File: src/lbdc_pkg.sv
// shared types and constants for the line buffer depth and capacity unit
`default_nettype none
package lbdc_pkg;

   localparam int BPP_W     = 6;
   localparam int WIDTH_W   = 14;
   localparam int DEPTH_W   = 2;
   localparam int CAPS_W    = 4;
   localparam int PITCH_W   = 13;
   localparam int LINES_W   = 11;
   localparam int CSR_IDX_W = 1;
   localparam int CSR_DAT_W = 4;

   localparam logic [LINES_W-1:0] LINE_COUNT_MAX = 11'd2047;

   // display depths with a dedicated code
   localparam logic [BPP_W-1:0] BPP_18 = 6'd18;
   localparam logic [BPP_W-1:0] BPP_24 = 6'd24;
   localparam logic [BPP_W-1:0] BPP_36 = 6'd36;
   localparam logic [BPP_W-1:0] BPP_42 = 6'd42;
   localparam logic [BPP_W-1:0] BPP_48 = 6'd48;

   // storage depth codes
   localparam logic [DEPTH_W-1:0] DEPTH_18 = 2'd0;
   localparam logic [DEPTH_W-1:0] DEPTH_24 = 2'd1;
   localparam logic [DEPTH_W-1:0] DEPTH_30 = 2'd2;
   localparam logic [DEPTH_W-1:0] DEPTH_36 = 2'd3;

   // pitch rounding coefficients
   localparam logic [9:0] COEF_24 = 10'd683;
   localparam logic [9:0] COEF_30 = 10'd854;
   localparam logic [8:0] ROUND_ADD = 9'd511;

   // register indexes
   localparam logic [CSR_IDX_W-1:0] CSR_DEPTH_CAPS    = 1'd0;
   localparam logic [CSR_IDX_W-1:0] CSR_DEFAULT_DEPTH = 1'd1;

   localparam logic [CAPS_W-1:0]  CAPS_RESET    = 4'd4;
   localparam logic [DEPTH_W-1:0] DEFAULT_RESET = DEPTH_30;

   // classified item handed from front to back
   typedef struct packed {
      logic [DEPTH_W-1:0] depth;
      logic [PITCH_W-1:0] pitch;
      logic               fits;
   } lbdc_item_type;

   // queue head as seen by the back end
   typedef struct packed {
      logic          valid;
      lbdc_item_type item;
   } lbdc_head_type;

endpackage
`default_nettype wire

File: src/lbdc_front.sv
// front end: depth selection, pitch and fit check for one request beat
`default_nettype none
module lbdc_front
   import lbdc_pkg::*;
#(
   parameter int TOTAL_ENTRIES = 1712
) (
   input  wire logic [CAPS_W-1:0]  depth_caps,
   input  wire logic [DEPTH_W-1:0] default_depth,
   input  wire logic [BPP_W-1:0]   color_depth,
   input  wire logic [WIDTH_W-1:0] active_pixels,
   output lbdc_item_type           item
);

   logic [DEPTH_W-1:0] want;
   logic [DEPTH_W-1:0] depth;
   logic [WIDTH_W:0]   sum8;
   logic [WIDTH_W:0]   sum4;
   logic [11:0]        groups;
   logic [9:0]         coef;
   logic [21:0]        prod;
   logic [21:0]        rounded;
   logic [PITCH_W-1:0] pitch;

   always_comb begin
      unique case (color_depth)
         BPP_18:                 want = DEPTH_18;
         BPP_24:                 want = DEPTH_24;
         BPP_36, BPP_42, BPP_48: want = DEPTH_36;
         default:                want = DEPTH_30;
      endcase
   end

   // smallest allowed code at or above the wanted one, else the default depth
   always_comb begin
      depth = default_depth;
      for (int c = CAPS_W - 1; c >= 0; c--) begin
         if (DEPTH_W'(c) >= want && depth_caps[c]) begin
            depth = DEPTH_W'(c);
         end
      end
   end

   assign sum8    = {1'b0, active_pixels} + (WIDTH_W+1)'(7);
   assign sum4    = {1'b0, active_pixels} + (WIDTH_W+1)'(3);
   assign groups  = sum8[WIDTH_W:3];
   assign coef    = (depth == DEPTH_24) ? COEF_24 : COEF_30;
   assign prod    = 22'(groups) * 22'(coef);
   assign rounded = prod + 22'(ROUND_ADD);

   always_comb begin
      unique case (depth)
         DEPTH_18: pitch = PITCH_W'(groups);
         DEPTH_24,
         DEPTH_30: pitch = rounded[PITCH_W+8:9];
         default:  pitch = sum4[WIDTH_W:2];
      endcase
   end

   assign item.depth = depth;
   assign item.pitch = pitch;
   assign item.fits  = (active_pixels != '0) && (pitch != '0)
                       && (pitch <= PITCH_W'(TOTAL_ENTRIES));

endmodule
`default_nettype wire

File: src/lbdc_queue.sv
// two-entry queue between front end and divider back end
`default_nettype none
module lbdc_queue
   import lbdc_pkg::*;
(
   input  wire logic          clock,
   input  wire logic          reset,
   input  wire logic          push,
   input  wire lbdc_item_type push_item,
   output logic               full,
   input  wire logic          pop,
   output lbdc_head_type      head
);

   lbdc_item_type slot_ff [2];
   logic          wr_ptr_ff, wr_ptr_in;
   logic          rd_ptr_ff, rd_ptr_in;
   logic [1:0]    count_ff, count_in;

   assign full       = count_ff[1];
   assign head.valid = (count_ff != 2'd0);
   assign head.item  = slot_ff[rd_ptr_ff];

   always_comb begin
      wr_ptr_in = wr_ptr_ff ^ push;
      rd_ptr_in = rd_ptr_ff ^ pop;
      count_in  = count_ff + 2'(push) - 2'(pop);
   end

   always_ff @(posedge clock) begin
      if (reset) begin
         wr_ptr_ff <= 1'b0;
         rd_ptr_ff <= 1'b0;
         count_ff  <= 2'd0;
      end else begin
         wr_ptr_ff <= wr_ptr_in;
         rd_ptr_ff <= rd_ptr_in;
         count_ff  <= count_in;
      end
   end

   always_ff @(posedge clock) begin
      if (push) begin
         slot_ff[wr_ptr_ff] <= push_item;
      end
   end

endmodule
`default_nettype wire

File: src/lbdc_back.sv
// back end: pipelined restoring divider, one quotient bit per stage
`default_nettype none
module lbdc_back
   import lbdc_pkg::*;
#(
   parameter int TOTAL_ENTRIES = 1712
) (
   input  wire logic          clock,
   input  wire logic          reset,
   input  wire lbdc_head_type head,
   output logic               pop,
   output logic               out_valid,
   input  wire logic          out_ready,
   output lbdc_item_type      out_item,
   output logic [LINES_W-1:0] out_lines
);

   localparam int NUM_W = $clog2(TOTAL_ENTRIES + 1);
   localparam logic [NUM_W-1:0] NUM = NUM_W'(TOTAL_ENTRIES);

   logic                 adv;
   logic [NUM_W:0]       vld_ff;
   lbdc_item_type        item_ff [NUM_W+1];
   logic [PITCH_W-1:0]   rem_ff  [NUM_W+1];
   logic [NUM_W-1:0]     quo_ff  [NUM_W+1];
   logic [PITCH_W-1:0]   rem_in  [NUM_W];
   logic [NUM_W-1:0]     quo_in  [NUM_W];
   logic [PITCH_W-1:0]   q_ext;

   // whole pipeline moves unless the last stage holds an untaken result
   assign adv = !vld_ff[NUM_W] || out_ready;
   assign pop = adv && head.valid;

   always_ff @(posedge clock) begin
      if (reset) begin
         vld_ff <= '0;
      end else if (adv) begin
         vld_ff <= {vld_ff[NUM_W-1:0], head.valid};
      end
   end

   always_ff @(posedge clock) begin
      if (adv) begin
         item_ff[0] <= head.item;
         rem_ff[0]  <= '0;
         quo_ff[0]  <= '0;
      end
   end

   for (genvar s = 0; s < NUM_W; s++) begin : g_stage
      logic [PITCH_W-1:0] dvs;
      logic [PITCH_W:0]   shifted;
      logic [PITCH_W:0]   diff;

      // a non-fitting item divides by one, its count is masked later
      assign dvs     = item_ff[s].fits ? item_ff[s].pitch : PITCH_W'(1);
      assign shifted = {rem_ff[s], NUM[NUM_W-1-s]};
      assign diff    = shifted - {1'b0, dvs};

      always_comb begin
         quo_in[s] = quo_ff[s];
         if (shifted >= {1'b0, dvs}) begin
            rem_in[s]             = diff[PITCH_W-1:0];
            quo_in[s][NUM_W-1-s]  = 1'b1;
         end else begin
            rem_in[s]             = shifted[PITCH_W-1:0];
         end
      end

      always_ff @(posedge clock) begin
         if (adv) begin
            item_ff[s+1] <= item_ff[s];
            rem_ff[s+1]  <= rem_in[s];
            quo_ff[s+1]  <= quo_in[s];
         end
      end
   end

   assign q_ext     = PITCH_W'(quo_ff[NUM_W]);
   assign out_valid = vld_ff[NUM_W];
   assign out_item  = item_ff[NUM_W];

   always_comb begin
      priority if (!item_ff[NUM_W].fits) begin
         out_lines = '0;
      end else if (q_ext > PITCH_W'(LINE_COUNT_MAX)) begin
         out_lines = LINE_COUNT_MAX;
      end else begin
         out_lines = q_ext[LINES_W-1:0];
      end
   end

endmodule
`default_nettype wire

File: src/line_buffer_depth_and_line_capacity_unit.sv
// top level of the line buffer depth and line capacity unit
//
//  channel | direction | beat contents
//  --------+-----------+----------------------------------------------------
//  req     | in        | color_depth, active_pixels
//  rsp     | out       | storage_depth, pitch_entries, line_count, fits
//  csr     | in        | write-only: depth_caps (0), default_depth (1)
//
// one beat per cycle sustained while rsp is not stalled; a result passes
// through the queue, then the divider pipeline that retires one quotient
// bit per stage
// reset is synchronous: it empties the queue and the divider pipeline and
// loads depth_caps = 4, default_depth = 2
// a stalled rsp freezes the divider; the two-entry queue keeps taking
// request beats until it fills
`default_nettype none
module line_buffer_depth_and_line_capacity_unit
   import lbdc_pkg::*;
#(
   parameter int TOTAL_ENTRIES = 1712
) (
   input  wire logic                 clock,
   input  wire logic                 reset,
   input  wire logic                 req_tvalid,
   output logic                      req_tready,
   input  wire logic [23:0]          req_tdata,   // color_depth[5:0], active_pixels[19:6]
   output logic                      rsp_tvalid,
   input  wire logic                 rsp_tready,
   output logic [31:0]               rsp_tdata,   // storage_depth[1:0], pitch_entries[14:2],
                                                  // line_count[25:15], fits[26]
   input  wire logic                 csr_we,
   input  wire logic [CSR_IDX_W-1:0] csr_addr,
   input  wire logic [CSR_DAT_W-1:0] csr_wdata
);

   logic [CAPS_W-1:0]  depth_caps_ff, depth_caps_in;
   logic [DEPTH_W-1:0] default_depth_ff, default_depth_in;

   lbdc_item_type      front_item;
   lbdc_item_type      back_item;
   lbdc_head_type      head;
   logic               q_full;
   logic               q_push;
   logic               q_pop;
   logic [LINES_W-1:0] back_lines;

   // config registers
   always_comb begin
      depth_caps_in    = depth_caps_ff;
      default_depth_in = default_depth_ff;
      if (csr_we) begin
         unique case (csr_addr)
            CSR_DEPTH_CAPS:    depth_caps_in    = csr_wdata[CAPS_W-1:0];
            CSR_DEFAULT_DEPTH: default_depth_in = csr_wdata[DEPTH_W-1:0];
         endcase
      end
   end

   always_ff @(posedge clock) begin
      if (reset) begin
         depth_caps_ff    <= CAPS_RESET;
         default_depth_ff <= DEFAULT_RESET;
      end else begin
         depth_caps_ff    <= depth_caps_in;
         default_depth_ff <= default_depth_in;
      end
   end

   // front: classify the request beat in the cycle it arrives
   lbdc_front #(
      .TOTAL_ENTRIES (TOTAL_ENTRIES)
   ) u_front (
      .depth_caps    (depth_caps_ff),
      .default_depth (default_depth_ff),
      .color_depth   (req_tdata[BPP_W-1:0]),
      .active_pixels (req_tdata[BPP_W+WIDTH_W-1:BPP_W]),
      .item          (front_item)
   );

   // accept whenever the queue has a free slot
   assign req_tready = !q_full;
   assign q_push     = req_tvalid && req_tready;

   lbdc_queue u_queue (
      .clock     (clock),
      .reset     (reset),
      .push      (q_push),
      .push_item (front_item),
      .full      (q_full),
      .pop       (q_pop),
      .head      (head)
   );

   // back: line count by pipelined division of the buffer size
   lbdc_back #(
      .TOTAL_ENTRIES (TOTAL_ENTRIES)
   ) u_back (
      .clock     (clock),
      .reset     (reset),
      .head      (head),
      .pop       (q_pop),
      .out_valid (rsp_tvalid),
      .out_ready (rsp_tready),
      .out_item  (back_item),
      .out_lines (back_lines)
   );

   assign rsp_tdata = {5'd0, back_item.fits, back_lines, back_item.pitch, back_item.depth};

endmodule
`default_nettype wire

File: config.mk
export PLATFORM = sky130hd
export DESIGN_NAME = line_buffer_depth_and_line_capacity_unit
export DESIGN_NICKNAME = d
export VERILOG_FILES = /design/src/lbdc_pkg.sv /design/src/lbdc_front.sv /design/src/lbdc_queue.sv /design/src/lbdc_back.sv /design/src/line_buffer_depth_and_line_capacity_unit.sv
export SDC_FILE = /design/constraint.sdc
export NUM_CORES = 1
export LEC_CHECK = 0
export BUFFER_PORTS_ARGS = -buffer_cell sky130_fd_sc_hd__buf_2
export CAP_MARGIN = 10
export CORE_UTILIZATION = 68
export CTS_CLUSTER_DIAMETER = 40
export DETAILED_ROUTE_END_ITERATION = 6
export PLACE_DENSITY = 0.88
export SETUP_SLACK_MARGIN = 0.5
export SLEW_MARGIN = 20
export SYNTH_ARGS = -nofsm -noshare
export SYNTH_HDL_FRONTEND = slang
export SYNTH_HIERARCHICAL = 1
export SYNTH_SLANG_ARGS = --single-unit
File: constraint.sdc
create_clock -name clock -period 24 [get_ports clock]
set_clock_uncertainty 0.1 [all_clocks]
set_input_delay 1.2 -clock clock [delete_from_list [all_inputs] [get_ports clock]]
set_output_delay 1.2 -clock clock [all_outputs]
set_load 0.03 [all_outputs]
## After elaboration in Yosys (flattened, before gate mapping)

Memory sizes are Yosys's and may differ from the RTL's. A register that Yosys moved wholly into a read port is not among the register bits.
Cells that the tools add are included.

- $add $sub $neg: 16
- $mul: 1
- Magnitude comparators: 17
- Eq/ne operators: 7
- Mux-type cells: 47
- Bitwise gates (word level): 3
- Reduce and logical (&&, ||, !) cells: 19

Operator list:

| operator | number |
|---|---|
| 2-to-1 mux 13 bit | 22 |
| >= comparator 14 x 13 -> 1 bit | 11 |
| subtractor 13 bit | 11 |
| case mux 13 bit (2 select lines) | 1 |
| adder 22 x 9 -> 22 bit (second input constant) | 1 |
| multiplier 12 x 10 -> 22 bit | 1 |
| 2-to-1 mux 11 bit | 2 |
| equality test 6 bit (second input constant) | 3 |
| 2-to-1 mux 1 bit | 16 |
| adder 14 x 2 -> 15 bit (second input constant) | 1 |
| adder 14 x 3 -> 15 bit (second input constant) | 1 |
| nonzero test 14 bit | 1 |
| less-or-equal comparator 13 x 11 -> 1 bit (second input constant) | 1 |
| nonzero test 13 bit | 1 |
| equality test 6 x 5 -> 1 bit (second input constant) | 2 |
| greater-than comparator 11 bit (second input constant) | 1 |
| 2-to-1 mux 9 bit | 1 |
| logical AND 1 bit | 8 |
| 2-to-1 mux 2 bit | 4 |
| case mux 2 bit (3 select lines) | 1 |
| >= comparator 1 x 2 -> 1 bit (first input constant) | 2 |
| >= comparator 2 bit (first input constant) | 2 |
| AND reduction 2 bit | 2 |
| OR reduction 3 bit | 1 |
| 11 further kinds | 13 |

- Bits in registers: 22
- Memory bits (writable): 512
- Input port bits: 34
- Output and inout bits: 34
- Logic and storage cells: 120
- Memories: 4

Memories:

| memory | words | width | rd ports | clocked after Yosys merged registers in | write ports | line | source |
|---|---|---|---|---|---|---|---|
| u_back.item_ff | 12 | 16 | 12 | 0 | 12 | lbdc_back.sv:23 | `lbdc_item_type item_ff [NUM_W+1];` |
| u_back.rem_ff | 12 | 13 | 11 | 0 | 12 | lbdc_back.sv:24 | `logic [PITCH_W-1:0] rem_ff [NUM_W+1];` |
| u_back.quo_ff | 12 | 11 | 12 | 0 | 12 | lbdc_back.sv:25 | `logic [NUM_W-1:0] quo_ff [NUM_W+1];` |
| u_queue.slot_ff | 2 | 16 | 1 | 1 | 1 | lbdc_queue.sv:15 | `lbdc_item_type slot_ff [2];` |

## Logic depth before layout (Yosys ltp)

Gate-level depths: netlist of the first run.

- Depth after elaboration: 17
- Depth in mapped cells: 35
- Gate-level depth less buffers: 32

## Cells and area by module

The synthesis of the first run kept the hierarchy.

By module, submodules not included:

| module | instances | cells an instance | area an instance (sq um) | seq. area each (sq um) |
|---|---|---|---|---|
| lbdc_back | 1 | 1542 | 19600.0 | 11891.4 |
| lbdc_front | 1 | 579 | 4580.6 | 0.0 |
| lbdc_queue | 1 | 68 | 1402.6 | 1041.0 |
| line_buffer_depth_and_line_capacity_unit | 1 | 33 | 312.8 | 120.1 |

## Worst setup path before layout of the first run

No wires, ideal clock.

- Path type: input to register
- Start: input port rsp_tready
- End: memory u_back/item_ff[0][0] (netlist name) (enable)
- Setup time: 0.907 ns
- Arrival time: 12.004 ns
- Required time: 22.993 ns
- Slack: 10.990 ns
- Stages: 3
- Path buffers: 1
- Cell sequence: nor2b_1 -> inv_1 -> clkbuf_1

RTL lines:

| what | line | source |
|---|---|---|
| from (decl) | line_buffer_depth_and_line_capacity_unit.sv:28 | `input wire logic rsp_tready,` |
| to (decl) | lbdc_back.sv:23 |  |

==> metrics.txt, run 1 <==
status=completed; Reg2Reg Launch Point=depth_caps_ff[2]; critical setup path kind=in2reg; post-route ant nets=0; number of global-route vias before repair=between 15,000 and 20,000; period utilization=a little under two fifths; reg2reg setup slack=approximately 16 ns; diode count=0; syn avg cell area=11.7 µm²; Final min period=approximately 9.1 ns; gr usage total=between 20% and 30%; placer's final routability congestion estimate=~0.94; Setup TNS=0 ns; CTS Sinks=between 400 and 500; TritonCTS buffer count=55; CP max-delay cell=fa_1; post_cts resized=0; Critical Path RT=between 20 and 25 ns; final setup margin=~15 ns; clock root cell=clkbuf_16; most frequent CP cell=fa_1; Core Region=roughly 38,000 µm²; Hold Path Class=reg2reg; gr ovfl total=0; cell count after synthesis=approximately 2,200; cts hold-fix bufs=0; ys flop type=edfxtp_1; multi-input logic area=between 10,000 and 15,000 µm²; drt pass-1 iters=6; vias per cell=6.00; RSZ-0062 raised after global routing=no; Setup Viol. Count Final=0; Area Overhead vs Synth=9.72%; CP max FO=33; crit start category=input port; Starting DRT DRC Count=between 1,000 and 1,500; clk_lat worst skew=just over 0.6 ns; most common cell after layout, fill and taps aside=edfxtp_1; fin. max-slew vios=0; DP HPWL=36,800 µm; Die Width=between 150 and 200 µm; via count=about 17,000; final core utilization=75.6%; Seq cells post-synth=roughly 440; MaxCap Viol Count=0; antenna violations before repair=0; Final Hold Fails=0; die area=roughly 39,000 µm²; asr flop ratio synth=0%; most frequent cells in the layout=420 x edfxtp_1, 245 x nand2_1, 203 x ha_1; drt wl/cell=between 15 and 20 µm; CTS Buffer Depth=3; Routed WL=approximately 52,000 µm; CTS tree=yes; hold wc startpoint=u_back/item_ff[5][14]; Crit path max-delay family=adder cells; # IOs=68; worst rel slew slack=around a quarter; Max Freq=around 0.11 GHz; residual DRC count=0; ranking of synthesized cells by area=edfxtp_1 49%, ha_1 9.8%, fa_1 6.0%, nand2_1 3.6%, inv_1 2.6%; CP endpoint kind=register; fillers=2,322; Synth area leader=edfxtp_1; Post-CTS Setup Bufs=0; buffers and inverters on the worst path=6; share of layout cells above drive strength 1=11.6%; die height=between 150 and 200 µm; pin count of the biggest net entering global routing=between 150 and 200; row cnt=slightly above 70; YS warnings=6; Crit path largest cell delay=approximately 0.54 ns; first-pass GRT wire length=85,000 µm; Placed Area=between 20,000 and 30,000 µm²; register area share after synthesis=between 50% and 60%; pre-CTS setup slack=14.66 ns; CTS H-tree depth=2; Setup crit start=req_tdata[3]; cell area after layout=approximately 28,000 µm²; EDFF count, synth=420; Starting Density=between 60% and 70%; Yosys cell types=98; register area=approximately 13,000 µm²; synthesized area=between 20,000 and 30,000 µm²; Slew @ Worst Pin=between 1 and 1.5 ns; worst path arrival time=9.35 ns; clock slew at the register clock pins of the worst setup and hold paths=0.06 ns; IO Port Bufs=between 50 and 60; fin nets=~2,600; Yosys top cell area share=between 40% and 50%
==> through the flow <==
step | hold WS (ns) | std cells
after global routing | 0.317 | 2820
after global placement | 0.300 | 2717
after floorplan | 0.300 | 2228
after CTS | 0.308 | 2820
final | 0.297 | 2820
after detailed placement | 0.305 | 2717
==> layout make-up <==
type | instances | share of cell area (%)
inverters | 182 | 2.43
repair buffers | 66 | 1.25
clock buffers | 63 | 5.13
flip-flops and latches | 442 | 45.9
well taps | 511 | 2.25
multi-input cells | 1516 | 41.2
clock inverters | 40 | 1.81
==> worst reg2reg max path: stages (launching register included) <==
cell and delay (ns):
dfxtp_1 0.31, o21ai_0 0.15, o21a_1 0.25, nor2_1 0.08, a31oi_1 0.26, o22a_1 0.28
ha_1 0.17, buf_4 0.31, nor2b_1 0.40, fa_1 0.48, inv_1 0.10, fa_1 0.39
inv_1 0.10, fa_1 0.42, fa_1 0.54, inv_1 0.06, fa_1 0.53, inv_1 0.07
ha_1 0.44, nand4_1 0.20, a221oi_1 0.39, a211oi_2 0.10, xor2_1 0.16, o221ai_1 0.21
nor4_1 0.44, and4bb_1 0.27, o311a_1 0.34, nor4_2 0.36
==> final timing paths <==
check,cells after the start,endpoint
max,31,u_queue/slot_ff[1][0]
max reg2reg,27,u_queue/slot_ff[1][0]
min,0,u_back/item_ff[5][30]
min reg2reg,0,u_back/item_ff[5][30]
==> sequential cells by signal (all words and copies together) (netlist names) <==
| register | cells |
|---|---|
| u_back/item_ff | 192 |
| u_back/rem_ff | 130 |
| u_back/quo_ff | 66 |
| u_queue/slot_ff | 32 |
| u_back/vld_ff | 12 |
| depth_caps_ff | 4 |
| default_depth_ff | 2 |
| u_queue/count_ff | 2 |
| u_queue/rd_ptr_ff | 1 |
| u_queue/wr_ptr_ff | 1 |
==> cell families after synthesis <==
kind of cell / count (synthesis) / synth area share, %
flops: 442 / 50.4
buf+inv: 270 / 4.49
xor+xnor: 102 / 3.50
simple gates: 638 / 11.9
fa+ha+maj: 280 / 15.8
compound gates: 411 / 10.3
mux: 77 / 3.53
other cells: 2 / 0.0290
==> per-layer routing <==
| metal | vias to the layer above | routed length (µm) | track usage [%] |
|---|---|---|---|
| met4 | 0 | 1830 | 10.7 |
| met2 | 617 | 26500 | 49.5 |
| li1 | 8043 | - | - |
| met3 | 133 | 2650 | 3.65 |
| met5 | - | 0 | 0 |
| met1 | 8127 | 21000 | 34.1 |
==> synth_stat cells (6+ instances only) <==
| library cell | number |
|---|---|
| a211oi_1 | 8 |
| a21boi_0 | 8 |
| a21o_1 | 26 |
| a21oi_1 | 131 |
| a31oi_1 | 7 |
| and2_1 | 25 |
| and3_1 | 8 |
| buf_2 | 10 |
| buf_4 | 26 |
| clkbuf_1 | 47 |
| dfxtp_1 | 22 |
| edfxtp_1 | 420 |
| fa_1 | 77 |
| ha_1 | 203 |
| inv_1 | 182 |
| mux2_1 | 6 |
| mux2_2 | 44 |
| mux2_4 | 16 |
| mux2i_1 | 11 |
| nand2_1 | 245 |
| nand2b_1 | 35 |
| nand3_1 | 28 |
| nand4_1 | 22 |
| nor2_1 | 135 |
| nor2b_1 | 32 |
| nor3_1 | 39 |
| nor4_1 | 11 |
| nor4b_1 | 6 |
| o211ai_1 | 9 |
| o21a_1 | 20 |
| o21ai_0 | 102 |
| o221ai_1 | 7 |
| o22ai_1 | 12 |
| o31a_1 | 8 |
| or2_2 | 14 |
| xnor2_1 | 59 |
| xor2_1 | 42 |
Power of run 1 is left out: the tool's default activity adds up to more than one toggle a clock period on the data nets, which glitch-free logic cannot reach.
==> run 2, diff against run 1 <==
- ABC_AREA: not set -> 1
- CORE_UTILIZATION: 68 -> 58
- PLACE_DENSITY: 0.88 -> 0.8
- clock period: 24 -> 7.5 ns (I/O delays scaled with it)
==> run 2 against run 1 <==
  * The flow now finishes with violations (design-rule violations)
  * Clock-buffer cell count grew 2
  * First-iteration DRC count rose by 14%
  * Sequential share of layout area shrank 5.2 points
  * Utilization is 11 points lower
  * Worst hold slack worse by 0.25 ns
  * Routed wire length grew 19%
  * Area after synthesis is 13% higher
  * Flip-flop and latch count is the same
  * Critical path type is now reg2reg
  * Highest routed layer unchanged
==> metrics.txt, run 2 <==
CTS tree=yes (unchanged); DP HPWL=46,800 µm (was 36,800 µm); Critical Path RT=7.86 ns (was 24.28 ns); Die Width=227 µm (was 197 µm); die height=227 µm (was 197 µm); CTS Sinks=442 (unchanged); gr ovfl total=0 (unchanged); Slew @ Worst Pin=0.969 ns (was 1.10 ns); WHS Endpoint=depth_caps_ff[3] (was u_back/item_ff[5][30]); metal3 WL=2830 µm (was 2650 µm); placer's final routability congestion estimate=0.937 (was 0.935); fillers=3,881 (was 2,322); clk_lat worst skew=0.64 ns (was 0.62 ns); MaxCap Viol Count=0 (unchanged); # IOs=68 (unchanged); cell count after synthesis=3,273 (was 2,222); Layout Cells excl Fill=4,058 (was 2,820); register area share after synthesis=44.6% (was 50.4%); critical setup path kind=reg2reg (was in2reg); Reg2Reg Launch Point=depth_caps_ff[2] (unchanged); Worst Reg-to-Reg Cells=27 (unchanged); syn avg cell area=8.93 µm² (was 11.7 µm²); most frequent cells in the layout=962 x nand2_1, 592 x inv_1, 420 x edfxtp_1 (was 420 x edfxtp_1, 245 x nand2_1, 203 x ha_1); number of global-route vias before repair=21,000 (was 17,000); most common cell in the netlist=nand2_1 (was edfxtp_1); YS warnings=6 (unchanged); fin. max-slew vios=0 (unchanged); RR Endpoint=u_queue/slot_ff[1][0] (unchanged); fin nets=3,656 (was 2,577); crit start category=register (was input port); largest registers=u_back/item_ff (192), u_back/rem_ff (130), u_back/quo_ff (66) (unchanged); post-route ant nets=0 (unchanged); RSZ-0062 raised after global routing=no (unchanged); die area=51,300 µm² (was 38,900 µm²); Starting Density=59.2% (was 68.9%); top sig layer=met4 (unchanged); Seq cells post-synth=442 (unchanged); Yosys cell types=54 (was 98); CP max FO=17 (was 33); dpl cells=3,932 (was 2,717); Min Hold Slack=0.0469 ns (was 0.297 ns); row cnt=81 (was 71); hold depth=4 (was 0); antenna violations before repair=0 (unchanged); diode count=0 (unchanged); Final Hold Fails=0 (unchanged); pre-CTS setup slack=0.390 ns (was 14.66 ns); Largest register FFs=192 (unchanged); met2 wire len=31,100 µm (was 26,500 µm); CP max-delay cell=fa_1 (unchanged); gr usage total=25.2% (was 27.7%); IO Port Bufs=58 (unchanged); final setup margin=0.950 ns (was 14.94 ns); CTS Buffer Depth=3 (unchanged); pin count of the biggest net entering global routing=143 (was 168); Area Overhead vs Synth=9.70% (was 9.72%); EDFF count, synth=420 (unchanged); Synth area leader=edfxtp_1 (unchanged); Starting DRT DRC Count=1,445 (was 1,268); worst path arrival time=6.91 ns (was 9.35 ns); hold wc startpoint=csr_addr (was u_back/item_ff[5][14]); asr flop ratio synth=0% (unchanged); ranking of synthesized cells by area=edfxtp_1 43%, nand2_1 12%, ha_1 8.7%, inv_1 7.6%, fa_1 5.3% (was edfxtp_1 49%, ha_1 9.8%, fa_1 6.0%, nand2_1 3.6%, inv_1 2.6%); via count=21,300 (was 16,900); Crit path largest cell delay=0.55 ns (was 0.54 ns); Max Freq=about 0.15 GHz; residual DRC count=2 (was 0); Hold Path Class=in2reg (was reg2reg); Synth top cells by count=962 x nand2_1, 593 x inv_1, 420 x edfxtp_1 (was 420 x edfxtp_1, 245 x nand2_1, 203 x ha_1); share of layout cells above drive strength 1=12.0% (was 11.6%); TritonCTS buffer count=61 (was 55); Routed WL=62,000 µm (was 52,000 µm); vias per cell=5.25 (was 6.00); CTS H-tree depth=2 (unchanged); period utilization=around 87%; failing checks=design-rule violations; first-pass GRT wire length=102,000 µm (was 85,000 µm); drt pass-1 iters=7 (was 6); reg2reg setup slack=0.95 ns (was 15.85 ns); most common cell after layout, fill and taps aside=nand2_1 (was edfxtp_1); clock slew at the register clock pins of the worst setup and hold paths=0.06 ns (about the same); Final min period=between 6 and 7 ns; status=finished with violations (was completed); clock root cell=clkbuf_16 (unchanged); register with the most flip-flops=u_back/item_ff (unchanged); Setup TNS=0 ns (unchanged); CP endpoint kind=register (unchanged); Core Region=49,400 µm² (was 37,600 µm²); ys flop type=edfxtp_1 (unchanged); worst rel slew slack=35.3% (was 26.5%); Yosys top cell area share=43.1% (was 48.7%); Setup Viol. Count Final=0 (unchanged); met1 WL=26,200 µm (was 21,000 µm); Post-CTS Setup Bufs=0 (unchanged); drt wl/cell=15.3 µm (was 18.5 µm); synthesized area=29,200 µm² (was 25,900 µm²)
==> run 2: cell count changes in the layout (fill, tap and decap cells not counted), sizes merged, moves of 19 or more <==
cell    delta
mux2      -50
nand4     +89
nand2b    -35
a21oi     -35
a21o      -24
nor2b     -34
o21a      -19
and2      -24
nand3    +160
nor2      +89
nand2    +756
nor3      -24
xnor2     -48
inv      +455
==> run 2: cell families after synthesis <==
family | after synthesis | synth area share, %
buffers and inverters | 708 | 10.1
flip-flops | 442 | 44.6
AND/OR/NAND/NOR | 1557 | 24.7
other | 2 | 0.0257
adder cells (fa/ha/maj) | 280 | 14.0
multiplexers | 16 | 0.732
AO/OA/AOI/OAI | 212 | 4.19
XOR/XNOR | 56 | 1.70
==> run 2: what timing repair did <==
| item | in CTS | in global routing |
|---|---|---|
| hold buffers | 11 | 0 |
| endpoints found under the setup margin | 0 | 2 |
| hold endpoints to repair | 6 | 0 |
| resized for setup | 0 | 3 |
==> run 2: layout make-up <==
type / instances / area, µm² / share of cell area (%)
Clock inverter: 50 / 515 / 1.61
Tap cell: 664 / 831 / 2.59
Inverter: 629 / 2370 / 7.38
Timing Repair Buffer: 79 / 500 / 1.56
Sequential cell: 442 / 13100 / 40.7
Clock buffer: 65 / 1540 / 4.81
Multi-Input combinational cell: 2129 / 13300 / 41.4
==> run 2: metal layers <==
| metal | up-vias | global-route usage (%) |
|---|---|---|
| li1 | 10700 | - |
| met1 | 9911 | 30.8 |
| met2 | 581 | 45.4 |
| met3 | 136 | 3.15 |
| met4 | 0 | 9.26 |
| met5 | - | 0 |
==> run 2: worst max path at each step <==
stage                     slack, ns  cells past startpoint               endpoint              from
after floorplan                0.98                     38  u_queue/slot_ff[0][0]      req_tdata[0]
after detailed placement       0.39                     37  u_queue/slot_ff[0][0]      req_tdata[0]
after global placement         0.46                     37  u_queue/slot_ff[0][0]      req_tdata[0]
final                          0.95                     27  u_queue/slot_ff[1][0]  depth_caps_ff[2]
after global routing           0.55                     33  u_queue/slot_ff[0][0]  depth_caps_ff[2]
after CTS                      0.92                     32  u_queue/slot_ff[1][0]  depth_caps_ff[2]
==> run 2: critical path: cells and delay by family (launching register included) <==
family / cells / cell delay, ns
buffers and inverters: 6 / 0.49
flip-flops: 1 / 0.33
AND/OR/NAND/NOR: 8 / 1.07
adder cells (fa/ha/maj): 7 / 3.21
AO/OA/AOI/OAI: 6 / 1.19
==> run 2: stage by stage <==
| stage | util (%) | area (µm²) |
|---|---|---|
| 6_report | 65.0 | 32100 |
| 5_1_grt | 65.0 | 32100 |
| 4_1_cts | 65.0 | 32100 |
| 3_5_place_dp | 60.6 | 29900 |
| 3_3_place_gp | 60.6 | 29900 |
| 2_1_floorplan | - | 29300 |
Power of run 2 is left out for the same reason.
